==> src/design/mono_page_buffer_draw_engine_macros.svh <==
// Assertion macros for the monochrome page buffer draw engine.
`ifndef MONO_PAGE_BUFFER_DRAW_ENGINE_MACROS_SVH
`define MONO_PAGE_BUFFER_DRAW_ENGINE_MACROS_SVH

`ifndef SYNTHESIS

`define MPBDE_ASSERT_SAME(label, clk, rst, ante, cons) \
   label: assert property (@(posedge clk) disable iff (rst) (ante) |-> (cons)) \
      else $error("mpbde assertion failed");

`define MPBDE_ASSERT_NEXT(label, clk, rst, ante, cons) \
   label: assert property (@(posedge clk) disable iff (rst) (ante) |=> (cons)) \
      else $error("mpbde assertion failed");

`else

`define MPBDE_ASSERT_SAME(label, clk, rst, ante, cons)

`define MPBDE_ASSERT_NEXT(label, clk, rst, ante, cons)

`endif

`endif

==> src/design/mpbde_pkg.sv <==
// Shared types and constants for the page buffer draw engine.
`default_nettype none

package mpbde_pkg;

   localparam int PAGE_ROWS  = 8;
   localparam int PAGE_SHIFT = 3;
   localparam int COORD_W    = 7;
   localparam int CROSS_ARM  = 2;

   typedef enum logic [1:0] {
      CMD_CROSS = 2'd0,
      CMD_RECT  = 2'd1,
      CMD_FILL  = 2'd2,
      CMD_READ  = 2'd3
   } cmd_type;

   typedef enum logic [2:0] {
      ST_CLEAR,
      ST_IDLE,
      ST_DECODE,
      ST_SEG,
      ST_WR,
      ST_FILL,
      ST_RESP
   } state_type;

   typedef struct packed {
      logic capture;
      logic seg_first;
      logic seg_next;
      logic pix_rd;
      logic pix_wr;
      logic pix_step;
      logic byte_rd;
      logic sweep_wr;
      logic sweep_fill;
   } dp_cmd_type;

   typedef struct packed {
      cmd_type cmd;
      logic    cmd_ok;
      logic    seg_empty;
      logic    seg_last;
      logic    pix_last;
      logic    sweep_last;
   } dp_stat_type;

endpackage

`default_nettype wire

==> src/design/mpbde_ram.sv <==
// Generic single-write, single-read RAM with registered read data.
`default_nettype none

module mpbde_ram #(
   parameter int WIDTH = 8,
   parameter int DEPTH = 384
) (
   input  wire logic                     clock,
   input  wire logic                     wr_en,
   input  wire logic [$clog2(DEPTH)-1:0] wr_addr,
   input  wire logic [WIDTH-1:0]         wr_data,
   input  wire logic                     rd_en,
   input  wire logic [$clog2(DEPTH)-1:0] rd_addr,
   output logic      [WIDTH-1:0]         rd_data
);

   logic [WIDTH-1:0] store_ff [DEPTH];
   logic [WIDTH-1:0] rd_data_ff;

   always_ff @(posedge clock) begin
      if (wr_en) begin
         store_ff[wr_addr] <= wr_data;
      end
      if (rd_en) begin
         rd_data_ff <= store_ff[rd_addr];
      end
   end

   assign rd_data = rd_data_ff;

endmodule

`default_nettype wire

==> src/design/mpbde_ctrl.sv <==
// Command sequencer for the page buffer draw engine.
`default_nettype none

module mpbde_ctrl (
   input  wire logic                   clock,
   input  wire logic                   reset,
   input  wire logic                   start,
   input  wire mpbde_pkg::dp_stat_type dp_stat,
   output mpbde_pkg::dp_cmd_type       dp_cmd,
   output logic                        busy,
   output logic                        rsp_strobe
);

   import mpbde_pkg::*;

   state_type state_ff;
   state_type state_in;

   always_ff @(posedge clock) begin
      if (reset) begin
         state_ff <= ST_CLEAR;
      end else begin
         state_ff <= state_in;
      end
   end

   always_comb begin
      state_in = state_ff;
      unique case (state_ff)
         ST_CLEAR: begin
            if (dp_stat.sweep_last) state_in = ST_IDLE;
         end
         ST_IDLE: begin
            if (start) state_in = ST_DECODE;
         end
         ST_DECODE: begin
            unique case (dp_stat.cmd)
               CMD_FILL: state_in = ST_FILL;
               CMD_READ: state_in = ST_RESP;
               default:  state_in = dp_stat.cmd_ok ? ST_SEG : ST_RESP;
            endcase
         end
         ST_SEG: begin
            if (!dp_stat.seg_empty) begin
               state_in = ST_WR;
            end else if (dp_stat.seg_last) begin
               state_in = ST_RESP;
            end
         end
         ST_WR: begin
            if (dp_stat.pix_last && dp_stat.seg_last) begin
               state_in = ST_RESP;
            end else begin
               state_in = ST_SEG;
            end
         end
         ST_FILL: begin
            if (dp_stat.sweep_last) state_in = ST_RESP;
         end
         ST_RESP: state_in = ST_IDLE;
         default: state_in = ST_IDLE;
      endcase
   end

   always_comb begin
      dp_cmd     = '0;
      busy       = 1'b1;
      rsp_strobe = 1'b0;
      unique case (state_ff)
         ST_CLEAR: begin
            dp_cmd.sweep_wr = 1'b1;
         end
         ST_IDLE: begin
            busy           = 1'b0;
            dp_cmd.capture = start;
         end
         ST_DECODE: begin
            unique case (dp_stat.cmd)
               CMD_FILL: ;
               CMD_READ: dp_cmd.byte_rd = 1'b1;
               default:  dp_cmd.seg_first = dp_stat.cmd_ok;
            endcase
         end
         ST_SEG: begin
            dp_cmd.pix_rd   = !dp_stat.seg_empty;
            dp_cmd.seg_next = dp_stat.seg_empty && !dp_stat.seg_last;
         end
         ST_WR: begin
            dp_cmd.pix_wr   = 1'b1;
            dp_cmd.pix_step = !dp_stat.pix_last;
            dp_cmd.seg_next = dp_stat.pix_last && !dp_stat.seg_last;
         end
         ST_FILL: begin
            dp_cmd.sweep_wr   = 1'b1;
            dp_cmd.sweep_fill = 1'b1;
         end
         ST_RESP: begin
            rsp_strobe = 1'b1;
         end
         default: ;
      endcase
   end

endmodule

`default_nettype wire

==> src/design/mpbde_dp.sv <==
// Request registers, line walker, sweep counter and frame store.
`default_nettype none

module mpbde_dp #(
   parameter int COLUMNS = 64,
   parameter int ROWS    = 48
) (
   input  wire logic                  clock,
   input  wire logic                  reset,
   input  wire mpbde_pkg::dp_cmd_type dp_cmd,
   output mpbde_pkg::dp_stat_type     dp_stat,
   input  wire logic [1:0]            req_command,
   input  wire logic [5:0]            req_x_first,
   input  wire logic [5:0]            req_y_first,
   input  wire logic [5:0]            req_x_second,
   input  wire logic [5:0]            req_y_second,
   input  wire logic [7:0]            req_fill_value,
   input  wire logic [2:0]            req_read_page,
   output logic                       rsp_accepted,
   output logic [7:0]                 rsp_read_data
);

   import mpbde_pkg::*;

   localparam int PAGES = (ROWS + PAGE_ROWS - 1) / PAGE_ROWS;
   localparam int DEPTH = PAGES * COLUMNS;
   localparam int AW    = $clog2(DEPTH);

   typedef struct packed {
      logic               vert;
      logic [COORD_W-1:0] fix;
      logic [COORD_W-1:0] first;
      logic [COORD_W-1:0] last;
   } seg_type;

   function automatic seg_type seg_desc(input cmd_type cmd, input logic [1:0] seg,
                                        input logic [COORD_W-1:0] xa,
                                        input logic [COORD_W-1:0] ya,
                                        input logic [COORD_W-1:0] xb,
                                        input logic [COORD_W-1:0] yb);
      seg_type d;
      if (cmd == CMD_CROSS) begin
         d.vert  = seg[0];
         d.fix   = seg[0] ? xa : ya;
         d.first = (seg[0] ? ya : xa) - COORD_W'(CROSS_ARM);
         d.last  = (seg[0] ? ya : xa) + COORD_W'(CROSS_ARM);
      end else begin
         d.vert  = seg[1];
         d.fix   = seg[1] ? (seg[0] ? xb : xa) : (seg[0] ? yb : ya);
         d.first = seg[1] ? ya : xa;
         d.last  = seg[1] ? yb : xb;
      end
      return d;
   endfunction

   cmd_type             cmd_ff;
   logic [5:0]          xa_ff;
   logic [5:0]          ya_ff;
   logic [5:0]          xb_ff;
   logic [5:0]          yb_ff;
   logic [7:0]          fv_ff;
   logic [2:0]          pg_ff;
   logic [1:0]          seg_ff;
   logic [COORD_W-1:0]  cur_ff;
   logic [AW-1:0]       sweep_ff;

   logic [COORD_W-1:0]  xa_e;
   logic [COORD_W-1:0]  ya_e;
   logic [COORD_W-1:0]  xb_e;
   logic [COORD_W-1:0]  yb_e;
   seg_type             seg_cur;
   seg_type             seg_nxt;
   seg_type             seg_zero;
   logic                cmd_ok;
   logic [COORD_W-1:0]  pix_col;
   logic [COORD_W-1:0]  pix_row;
   logic                pix_in;
   logic [AW-1:0]       pix_addr;
   logic [AW-1:0]       byte_addr;
   logic [7:0]          pix_mask;
   logic                ram_wr_en;
   logic [AW-1:0]       ram_wr_addr;
   logic [7:0]          ram_wr_data;
   logic                ram_rd_en;
   logic [AW-1:0]       ram_rd_addr;
   logic [7:0]          ram_rd_data;

   assign xa_e = COORD_W'(xa_ff);
   assign ya_e = COORD_W'(ya_ff);
   assign xb_e = COORD_W'(xb_ff);
   assign yb_e = COORD_W'(yb_ff);

   assign seg_cur  = seg_desc(cmd_ff, seg_ff, xa_e, ya_e, xb_e, yb_e);
   assign seg_nxt  = seg_desc(cmd_ff, seg_ff + 2'd1, xa_e, ya_e, xb_e, yb_e);
   assign seg_zero = seg_desc(cmd_ff, 2'd0, xa_e, ya_e, xb_e, yb_e);

   always_ff @(posedge clock) begin
      if (dp_cmd.capture) begin
         cmd_ff <= cmd_type'(req_command);
         xa_ff  <= req_x_first;
         ya_ff  <= req_y_first;
         xb_ff  <= req_x_second;
         yb_ff  <= req_y_second;
         fv_ff  <= req_fill_value;
         pg_ff  <= req_read_page;
      end
      if (dp_cmd.seg_first) begin
         seg_ff <= 2'd0;
         cur_ff <= seg_zero.first;
      end else if (dp_cmd.seg_next) begin
         seg_ff <= seg_ff + 2'd1;
         cur_ff <= seg_nxt.first;
      end else if (dp_cmd.pix_step) begin
         cur_ff <= cur_ff + COORD_W'(1);
      end
   end

   always_ff @(posedge clock) begin
      if (reset) begin
         sweep_ff <= '0;
      end else if (dp_cmd.capture) begin
         sweep_ff <= '0;
      end else if (dp_cmd.sweep_wr) begin
         sweep_ff <= sweep_ff + AW'(1);
      end
   end

   always_comb begin
      unique case (cmd_ff)
         CMD_CROSS: cmd_ok = (32'(xa_ff) >= CROSS_ARM) && (32'(xa_ff) + CROSS_ARM < COLUMNS) &&
                             (32'(ya_ff) >= CROSS_ARM) && (32'(ya_ff) + CROSS_ARM < ROWS);
         CMD_RECT:  cmd_ok = (xa_ff != 6'd0) && (32'(xb_ff) + 1 < COLUMNS) &&
                             (ya_ff != 6'd0) && (32'(yb_ff) + 1 < ROWS);
         CMD_FILL:  cmd_ok = 1'b1;
         CMD_READ:  cmd_ok = (32'(pg_ff) < PAGES) && (32'(xa_ff) < COLUMNS);
         default:   cmd_ok = 1'b0;
      endcase
   end

   assign pix_col   = seg_cur.vert ? seg_cur.fix : cur_ff;
   assign pix_row   = seg_cur.vert ? cur_ff : seg_cur.fix;
   assign pix_in    = (32'(pix_row) < ROWS) && (32'(pix_col) < COLUMNS);
   assign pix_addr  = AW'(32'(pix_row[COORD_W-1:PAGE_SHIFT]) * COLUMNS + 32'(pix_col));
   assign byte_addr = AW'(32'(pg_ff) * COLUMNS + 32'(xa_ff));
   assign pix_mask  = 8'b1 << pix_row[PAGE_SHIFT-1:0];

   always_comb begin
      ram_wr_en   = (dp_cmd.pix_wr && pix_in) || dp_cmd.sweep_wr;
      ram_wr_addr = pix_addr;
      ram_wr_data = ram_rd_data | pix_mask;
      if (dp_cmd.sweep_wr) begin
         ram_wr_addr = sweep_ff;
         ram_wr_data = dp_cmd.sweep_fill ? fv_ff : 8'd0;
      end
   end

   assign ram_rd_en   = dp_cmd.pix_rd || dp_cmd.byte_rd;
   assign ram_rd_addr = dp_cmd.byte_rd ? byte_addr : pix_addr;

   mpbde_ram #(
      .WIDTH (8),
      .DEPTH (DEPTH)
   ) u_frame_store (
      .clock   (clock),
      .wr_en   (ram_wr_en),
      .wr_addr (ram_wr_addr),
      .wr_data (ram_wr_data),
      .rd_en   (ram_rd_en),
      .rd_addr (ram_rd_addr),
      .rd_data (ram_rd_data)
   );

   always_comb begin
      dp_stat.cmd        = cmd_ff;
      dp_stat.cmd_ok     = cmd_ok;
      dp_stat.seg_empty  = cur_ff > seg_cur.last;
      dp_stat.seg_last   = (cmd_ff == CMD_CROSS) ? (seg_ff == 2'd1) : (seg_ff == 2'd3);
      dp_stat.pix_last   = cur_ff == seg_cur.last;
      dp_stat.sweep_last = sweep_ff == AW'(DEPTH - 1);
   end

   assign rsp_accepted  = cmd_ok;
   assign rsp_read_data = (cmd_ff == CMD_READ && cmd_ok) ? ram_rd_data : 8'd0;

endmodule

`default_nettype wire

==> src/design/mono_page_buffer_draw_engine.sv <==
// Top level of the monochrome page buffer draw engine.
//
//   Channel   Ports                          Transfer
//   request   start, busy, req_*             start high while busy low
//   response  rsp_strobe, rsp_*              every cycle rsp_strobe is high
//
// A read or a rejected draw goes from decode straight to the response,
// a fill sweeps the whole store and a draw walks each edge. Each pixel
// is a read-modify-write of its byte through the one read and one write
// port of the frame store.
// After reset the block clears the store, one byte a cycle, all
// PAGES*COLUMNS bytes (384 by default) with busy high.
// The receiver cannot stall: the result shows for one cycle, then busy drops.
`default_nettype none
`include "mono_page_buffer_draw_engine_macros.svh"

module mono_page_buffer_draw_engine #(
   parameter int COLUMNS = 64,
   parameter int ROWS    = 48
) (
   input  wire logic       clock,
   input  wire logic       reset,
   input  wire logic       start,
   output logic            busy,
   input  wire logic [1:0] req_command,
   input  wire logic [5:0] req_x_first,
   input  wire logic [5:0] req_y_first,
   input  wire logic [5:0] req_x_second,
   input  wire logic [5:0] req_y_second,
   input  wire logic [7:0] req_fill_value,
   input  wire logic [2:0] req_read_page,
   output logic            rsp_strobe,
   output logic            rsp_accepted,
   output logic [7:0]      rsp_read_data
);

   import mpbde_pkg::*;

   dp_cmd_type  dp_cmd;
   dp_stat_type dp_stat;

   mpbde_ctrl u_ctrl (
      .clock      (clock),
      .reset      (reset),
      .start      (start),
      .dp_stat    (dp_stat),
      .dp_cmd     (dp_cmd),
      .busy       (busy),
      .rsp_strobe (rsp_strobe)
   );

   mpbde_dp #(
      .COLUMNS (COLUMNS),
      .ROWS    (ROWS)
   ) u_dp (
      .clock          (clock),
      .reset          (reset),
      .dp_cmd         (dp_cmd),
      .dp_stat        (dp_stat),
      .req_command    (req_command),
      .req_x_first    (req_x_first),
      .req_y_first    (req_y_first),
      .req_x_second   (req_x_second),
      .req_y_second   (req_y_second),
      .req_fill_value (req_fill_value),
      .req_read_page  (req_read_page),
      .rsp_accepted   (rsp_accepted),
      .rsp_read_data  (rsp_read_data)
   );

   `MPBDE_ASSERT_SAME(a_strobe_while_busy, clock, reset, rsp_strobe, busy)
   `MPBDE_ASSERT_NEXT(a_busy_after_start, clock, reset, start && !busy, busy)
   `MPBDE_ASSERT_NEXT(a_idle_after_strobe, clock, reset, rsp_strobe, !busy)
   `MPBDE_ASSERT_SAME(a_data_if_ok, clock, reset, rsp_strobe && rsp_read_data != 8'd0, rsp_accepted)

endmodule

`default_nettype wire
==> config.mk <==
export PLATFORM = sky130hd
export DESIGN_NAME = mono_page_buffer_draw_engine
export DESIGN_NICKNAME = d
export VERILOG_FILES = /design/src/design/mpbde_pkg.sv /design/src/design/mpbde_ram.sv /design/src/design/mpbde_ctrl.sv /design/src/design/mpbde_dp.sv /design/src/design/mono_page_buffer_draw_engine.sv
export VERILOG_INCLUDE_DIRS = /design/src /design/src/design
export SDC_FILE = /design/constraint.sdc
export NUM_CORES = 2
export LEC_CHECK = 0
export BUFFER_PORTS_ARGS = -buffer_cell sky130_fd_sc_hd__buf_2
export CAP_MARGIN = 5
export CORE_MARGIN = 4
export CORE_UTILIZATION = 60
export CTS_CLUSTER_DIAMETER = 40
export DETAILED_ROUTE_END_ITERATION = 8
export PLACE_DENSITY_LB_ADDON = 0.2
export SYNTH_ARGS = -nofsm -noshare
export SYNTH_HDL_FRONTEND = slang
export SYNTH_HIERARCHICAL = 1
export SYNTH_SLANG_ARGS = --single-unit
==> constraint.sdc <==
create_clock -name clock -period 9.1 [get_ports clock]
set_input_delay 2.73 -clock clock [delete_from_list [all_inputs] [get_ports clock]]
set_output_delay 2.73 -clock clock [all_outputs]
set_load 0.01 [all_outputs]
Word-level counts from Yosys, hierarchy flattened
Memory sizes are Yosys's and may differ from the RTL's. A register that Yosys moved wholly into a read port is not among the register bits.
Index checks and enable logic that the tools add are counted.
{"block": "word_totals", "mem_bits_rw": 3072, "reg_bits": 58, "latchBits": 0, "memories": 1, "rom_bits": 0, "wordCells": 130}
{"memory": "u_dp.u_frame_store.store_ff", "depth": 384, "width": 8, "read_ports": 1, "rd_clocked_by_memory_dff": 1, "write_ports": 1, "line": "mpbde_ram.sv:17", "rtl": "logic [WIDTH-1:0] store_ff [DEPTH];"}
{"block": "classes", "reduce_logical": 26, "bitwise_logic": 1, "div": 0, "eq_ne": 17, "muxes": 48, "shift": 1, "n_mul": 0, "n_addsub": 15, "order_cmp": 10}
{"operator": "less-than comparator 32 x 6 -> 1 bit, second input constant", "n": 2}
{"operator": "less-than comparator 32 x 7 -> 1 bit, second input constant", "n": 2}
{"operator": "2-to-1 mux 6 bit", "n": 9}
{"operator": "2-to-1 mux 7 bit", "n": 6}
{"operator": "2-to-1 mux 14 bit", "n": 2}
{"operator": "2-to-1 mux 8 bit", "n": 3}
{"operator": "2-to-1 mux 22 bit", "n": 1}
{"operator": "adder 6 x 2 -> 7 bit, second input constant", "n": 3}
{"operator": "2-to-1 mux 3 bit", "n": 7}
{"operator": "2-to-1 mux 9 bit", "n": 2}
{"operator": "one-hot mux 3 bit (6 select lines)", "n": 1}
{"operator": "adder 6 x 1 -> 7 bit, second input constant", "n": 2}
{"operator": "adder 7 x 2 -> 7 bit, second input constant", "n": 2}
{"operator": "subtractor 6 x 2 -> 7 bit, second input constant", "n": 2}
{"operator": "2-to-1 mux 1 bit", "n": 13}
{"operator": ">= comparator 6 x 2 -> 1 bit, second input constant", "n": 2}
{"operator": "logical AND 1 bit", "n": 12}
{"operator": "nonzero test 6 bit", "n": 2}
{"operator": "adder 9 x 1 -> 9 bit, second input constant", "n": 1}
{"operator": "adder 9 x 6 -> 9 bit", "n": 1}
{"operator": "adder 9 x 7 -> 9 bit", "n": 1}
{"operator": "== test 3 bit, second input constant", "n": 3}
{"operator": "== test 9 bit, second input constant", "n": 1}
{"operator": "bitwise OR 8 bit", "n": 1}
{"operator": "other kinds (26)", "n": 37}

Depth between registers and ports, before layout
{"block": "depth", "depth_word": 10, "ltp_mapped": 21, "depth_no_buf": 16}

Modules after synthesis
Netlist, hierarchy kept.
{"mod": "mpbde_ram", "instances": 1, "area_each_um2": 119504.6, "cells_each": 5415, "seq_area_each_um2": 92488.7}
{"mod": "mpbde_dp", "instances": 1, "area_each_um2": 3911.3, "cells_each": 421, "seq_area_each_um2": 1541.5}
{"mod": "mpbde_ctrl", "instances": 1, "area_each_um2": 421.7, "cells_each": 56, "seq_area_each_um2": 60.1}

Worst setup path before layout
OpenSTA, ideal clock, no wires.
{"block": "synth_timing", "path_kind": "reg2reg", "from": "register u_dp.cmd_ff[1]", "to": "memory u_dp.u_frame_store.store_ff[0][5] (data pin)", "path_slack_ns": 1.449, "path_buffers": 1, "stages_incl_launch_ff": 7, "synth_period_minus_slack_ns": 7.651, "required_time_ns": 7.903, "arrival_ns": 6.454, "cell_sequence": "edfxtp_1 buf_2 o21ai_1 nand2_2 a2bb2oi_1 nor2b_1 a221o_1"}
{"block": "synth_between", "elab_chain_len": 6}
{"item": "start, declared", "line": "mpbde_dp.sv:56", "rtl": "cmd_type cmd_ff;"}
{"item": "start signal, assigned", "line": "mpbde_dp.sv:99", "rtl": "cmd_ff <= cmd_type'(req_command);"}
{"item": "zero test 2 bit", "line": "mpbde_dp.sv:42", "rtl": "if (cmd == CMD_CROSS) begin"}
{"item": "2-to-1 mux 22 bit", "line": "mpbde_dp.sv:42"}
{"item": "2-to-1 mux 7 bit", "line": "mpbde_dp.sv:141", "rtl": "assign pix_row = seg_cur.vert ? cur_ff : seg_cur.fix;"}
{"item": "left shift 1 x 3 -> 8 bit", "line": "mpbde_dp.sv:145", "rtl": "assign pix_mask = 8'b1 << pix_row[PAGE_SHIFT-1:0];"}
{"item": "bitwise OR 8 bit", "line": "mpbde_dp.sv:150", "rtl": "ram_wr_data = ram_rd_data | pix_mask;"}
{"item": "2-to-1 mux 8 bit", "line": "mpbde_dp.sv:151", "rtl": "if (dp_cmd.sweep_wr) begin"}
{"item": "net u_dp.ram_wr_data[5]", "line": "mpbde_dp.sv:83", "rtl": "logic [7:0] ram_wr_data;"}
{"item": "end, declared", "line": "mpbde_ram.sv:17"}
The timed path passes the listed nets, and every way through them passes these cells.

Worst setup path after layout
{"block": "layout_timing", "from": "register u_dp.seg_ff[0]", "to": "register u_dp.u_frame_store.rd_data_ff[3], in the netlist u_dp/u_frame_store/rd_data[3], read port of u_dp.u_frame_store.store_ff (data pin)"}
{"block": "layout_between", "word_cells_on_any_way": 15, "classes_between": "add/sub (2); order compare (1); mux (10); reduce/logical (2)"}
{"item": "start, declared", "line": "mpbde_dp.sv:63", "rtl": "logic [1:0] seg_ff;"}
{"item": "start signal, assigned", "line": "mpbde_dp.sv:111", "rtl": "seg_ff <= seg_ff + 2'd1;"}
{"item": "2-to-1 mux 6 bit", "line": "mpbde_dp.sv:49", "rtl": "d.fix = seg[1] ? (seg[0] ? xb : xa) : (seg[0] ? yb : ya);"}
{"item": "2-to-1 mux 7 bit", "line": "mpbde_dp.sv:49"}
{"item": "2-to-1 mux 22 bit (*)", "line": "mpbde_dp.sv:42"}
{"item": "2-to-1 mux 7 bit (*)", "line": "mpbde_dp.sv:140", "rtl": "assign pix_col = seg_cur.vert ? seg_cur.fix : cur_ff;"}
{"item": "adder 9 x 7 -> 9 bit (*)", "line": "mpbde_dp.sv:143", "rtl": "assign pix_addr = AW'(32'(pix_row[COORD_W-1:PAGE_SHIFT]) * COLUMNS + 32'(pix_col));"}
{"item": "2-to-1 mux 9 bit (*)", "line": "mpbde_dp.sv:158", "rtl": "assign ram_rd_addr = dp_cmd.byte_rd ? byte_addr : pix_addr;"}
{"item": "net u_dp.ram_rd_addr[2]", "line": "mpbde_dp.sv:85", "rtl": "logic [AW-1:0] ram_rd_addr;"}
{"item": "end, declared", "line": "mpbde_ram.sv:18", "rtl": "logic [WIDTH-1:0] rd_data_ff;"}
The timed path passes the listed nets; every way through them passes the cells marked *.
A chain may end at the register's enable or synchronous reset.

==> impl_results.md <==
* Run status: completed
* Switching power at 7.21 mW
* Max-cap viol count at 0
* Starting density of the core at 0.604
* Register area at 94100 sq um
* Post-synth cell types at 92
* Total CTS buffers at 404
* Initial DRT Pass Iterations at 6
* Mean area per synthesized cell at 21.0 sq um
* GP Congestion at 0.894
* Mux share of post-synthesis cell area at 0.166
* Area of the multi-input gates at 28000 sq um
* Filler cells at 12192
* Commonest cells in the netlist: edfxtp_1 (3124), mux4_2 (805), nor2_1 (482)
* CTS sink cnt at 3138
* Adder-Cell Fraction of Synth Area at 0.00162
* VDD IR max at 178 uV
* Highest metal used: met5
* Mapped Cells at 5892
* Ys flop type: edfxtp_1
* Sequential power share at 0.469
* Clock share of power at 0.480
* Minimum clock period at 7.09 ns
* Max-slew violation count at 0
* Metal3 WL at 37700 um
* RSZ-0062 raised after global routing: false
* Synth area leaders: edfxtp_1 (76%), mux4_2 (15%), nor2_1 (1.5%), mux2i_1 (1.4%), nand2_1 (0.50%)
* Count of flip-flops with a built-in enable after synthesis at 3124
* Syn Std Cell Area at 124000 sq um
* Die Y at 462 um
* Count of final hold-check violations at 0
* Metal-1 WL at 118000 um
* Largest net degree at the start of global routing at 225
* # rows at 166
* Sw Ratio at 0.215
* Rel. slew slack at 0.0996
* Port Buffer Count at 50
* Leakage at 43.9 nW
* Die area at 214000 sq um
* Clock skew at 0.0989 ns
* Combinational Power Share at 0.051
* CTS tree: built
* Hold slack at 0.550 ns
* Setup TNS at 0 ns
* FF+latch count, synth at 3138
* Crit start category: flip-flop
* Final nets at 6161
* Final HPWL DP at 180000 um
* Core area at 205000 sq um
* DRT iter0 DRCs at 9831
* Die extent in x at 462 um
* Pwr/cell area at 238 nW/um^2
* Sequential area share after synthesis at 0.760
* Overall power at 33.5 mW
* Synth warnings at 6
* Yosys top cell by area: edfxtp_1
* H-tree depth at 5
* Worst skew pair latency at 0.97 ns
* Simple-gate share of the synthesized area at 0.0316
* Post-Syn Nets at 5948
* WL final at 315000 um
* Worst Tran Pin Value at 1.33 ns
* Compound-Gate Fraction of Synth Area at 0.0235
* Total internal power at 26.3 mW
* Met2 WL at 147000 um
* Critical Path AT at 7.93 ns
* Clk slew on worst S/H paths at 0.06 ns
* Proportion of layout cells with a drive suffix above 1 at 0.270
* Area Overhead vs Synth at 13.6%
* Area share of the largest cell type after synthesis at 0.758
* CTS max path bufs at 4
* Most frequent cell after synthesis: edfxtp_1
* Synth Area in XOR/XNOR at 0.00184
* I/O Pins at 51
* Vias in the first global route at 62579
* DRT antenna net count at 0
* Largest family of logic cells by synthesized area: multiplexers
* Worst Hold Class: reg -> reg
* CTS root buf: clkbuf_16
* Initial antenna violation count at 21
* # Post-CTS Setup Buffers at 0
* Per-cell routed wire length at 34.5 um
* Post-synth ARST share at 0
* CTS resizes at 0
* Final worst-path cycle share at 0.779
* CP max FO at 59
* Required @ worst endpoint at 9.94 ns
* DR DRC count at 0
* Setup violators final at 0
* # hold bufs at CTS at 0
* Remaining Overflow, GRT at 0
* Worst setup EP type: flip-flop
* Total GRT Usage at 0.295
* Setup CP Type: reg -> reg
* Global-route wire length before repair at 456000 um
* Fmax at 0.141 GHz
* Vias per inst at 6.92
* Vias at 63248
-- stage by stage --
stage                     setup WS (ns)  instances  cell area (sq um)  utilization
after floorplan                    1.45       5892             124000            -
after global placement             2.43       8386             127000        0.619
after detailed placement           2.42       8387             127000        0.619
after CTS                          2.40       9119             141000        0.686
after global routing               2.09       9120             141000        0.686
final                              2.01       9136             141000        0.686
-- placed cells by master, fill, tap and decap left out, types with 41 or more instances in the layout --
cell	instances
clkinvlp_4	47
nor2b_1	43
a21oi_1	72
mux2_2	45
buf_4	89
a22oi_1	45
clkbuf_16	408
clkinv_2	48
nor2_1	478
buf_2	50
nand2_1	152
bufinv_16	56
mux2i_1	179
mux4_2	805
edfxtp_1	3124
inv_6	52
o22ai_1	43
clkbuf_1	41
-- kinds of logic after synthesis --
family / count (synthesis)
mux: 1038
xor+xnor: 26
simple gates: 880
flops: 3138
fa+ha+maj: 16
compound gates: 421
buf+inv: 373
-- flip-flops by register name, summed over array words and instances (netlist names), 6 cells and up --
register	cells
u_dp/cur_ff	7
u_dp/fv_ff	8
u_dp/sweep_ff	9
u_dp/u_frame_store/rd_data	8
u_dp/u_frame_store/store_ff	3072
u_dp/xa_ff	6
u_dp/xb_ff	6
u_dp/ya_ff	6
u_dp/yb_ff	6
-- layout make-up --
| type | instances | area share |
|---|---|---|
| clock buffers | 449 | 0.0737 |
| well taps | 2688 | 0.0239 |
| clock inverters | 283 | 0.0239 |
| flip-flops and latches | 3138 | 0.669 |
| diodes | 17 | 0.000302 |
| inverters | 19 | 0.000578 |
| repair buffers | 161 | 0.00966 |
| multi-input cells | 2381 | 0.199 |
-- power by group through the flow --
stage / logic, mW / registers, mW / clock network [mW]
after floorplan: 1.10 / 16.0 / 0
after global placement: 1.68 / 16.0 / 0
after detailed placement: 1.68 / 16.0 / 0
after CTS: 1.69 / 15.7 / 16.3
after global routing: 1.75 / 15.7 / 16.9
final: 1.71 / 15.7 / 16.1
-- path summary, 6_finish.rpt --
kind	start	to	slack (ns)	cells after the start
worst max-delay path	u_dp/seg_ff[0]	u_dp/u_frame_store/rd_data[3]	2.01	14
worst min-delay path	u_dp/sweep_ff[5]	u_dp/sweep_ff[5]	0.55	2
worst max register to register	u_dp/seg_ff[0]	u_dp/u_frame_store/rd_data[3]	2.01	14
worst min register to register	u_dp/sweep_ff[5]	u_dp/sweep_ff[5]	0.55	2
-- critical path: stages, from the launching register on --
cell and delay (ns):
dfxtp_2 0.94, mux2i_1 0.28, o22ai_1 0.39, o21bai_1 0.17
mux2i_1 0.17, o21ai_4 0.25, buf_12 0.35, buf_4 0.67
nand2b_1 0.57, o22ai_1 0.15, a2111oi_0 1.01, nor4_1 0.40
a221oi_1 0.96, o32a_1 0.39, o31a_1 0.17
-- metal layers --
layer,global-route usage,up-vias
met3,0.0792,730
li1,-,25092
met4,0.109,8
met1,0.424,33233
met5,0,-
met2,0.444,4185
(Power assumes the default switching activity.)
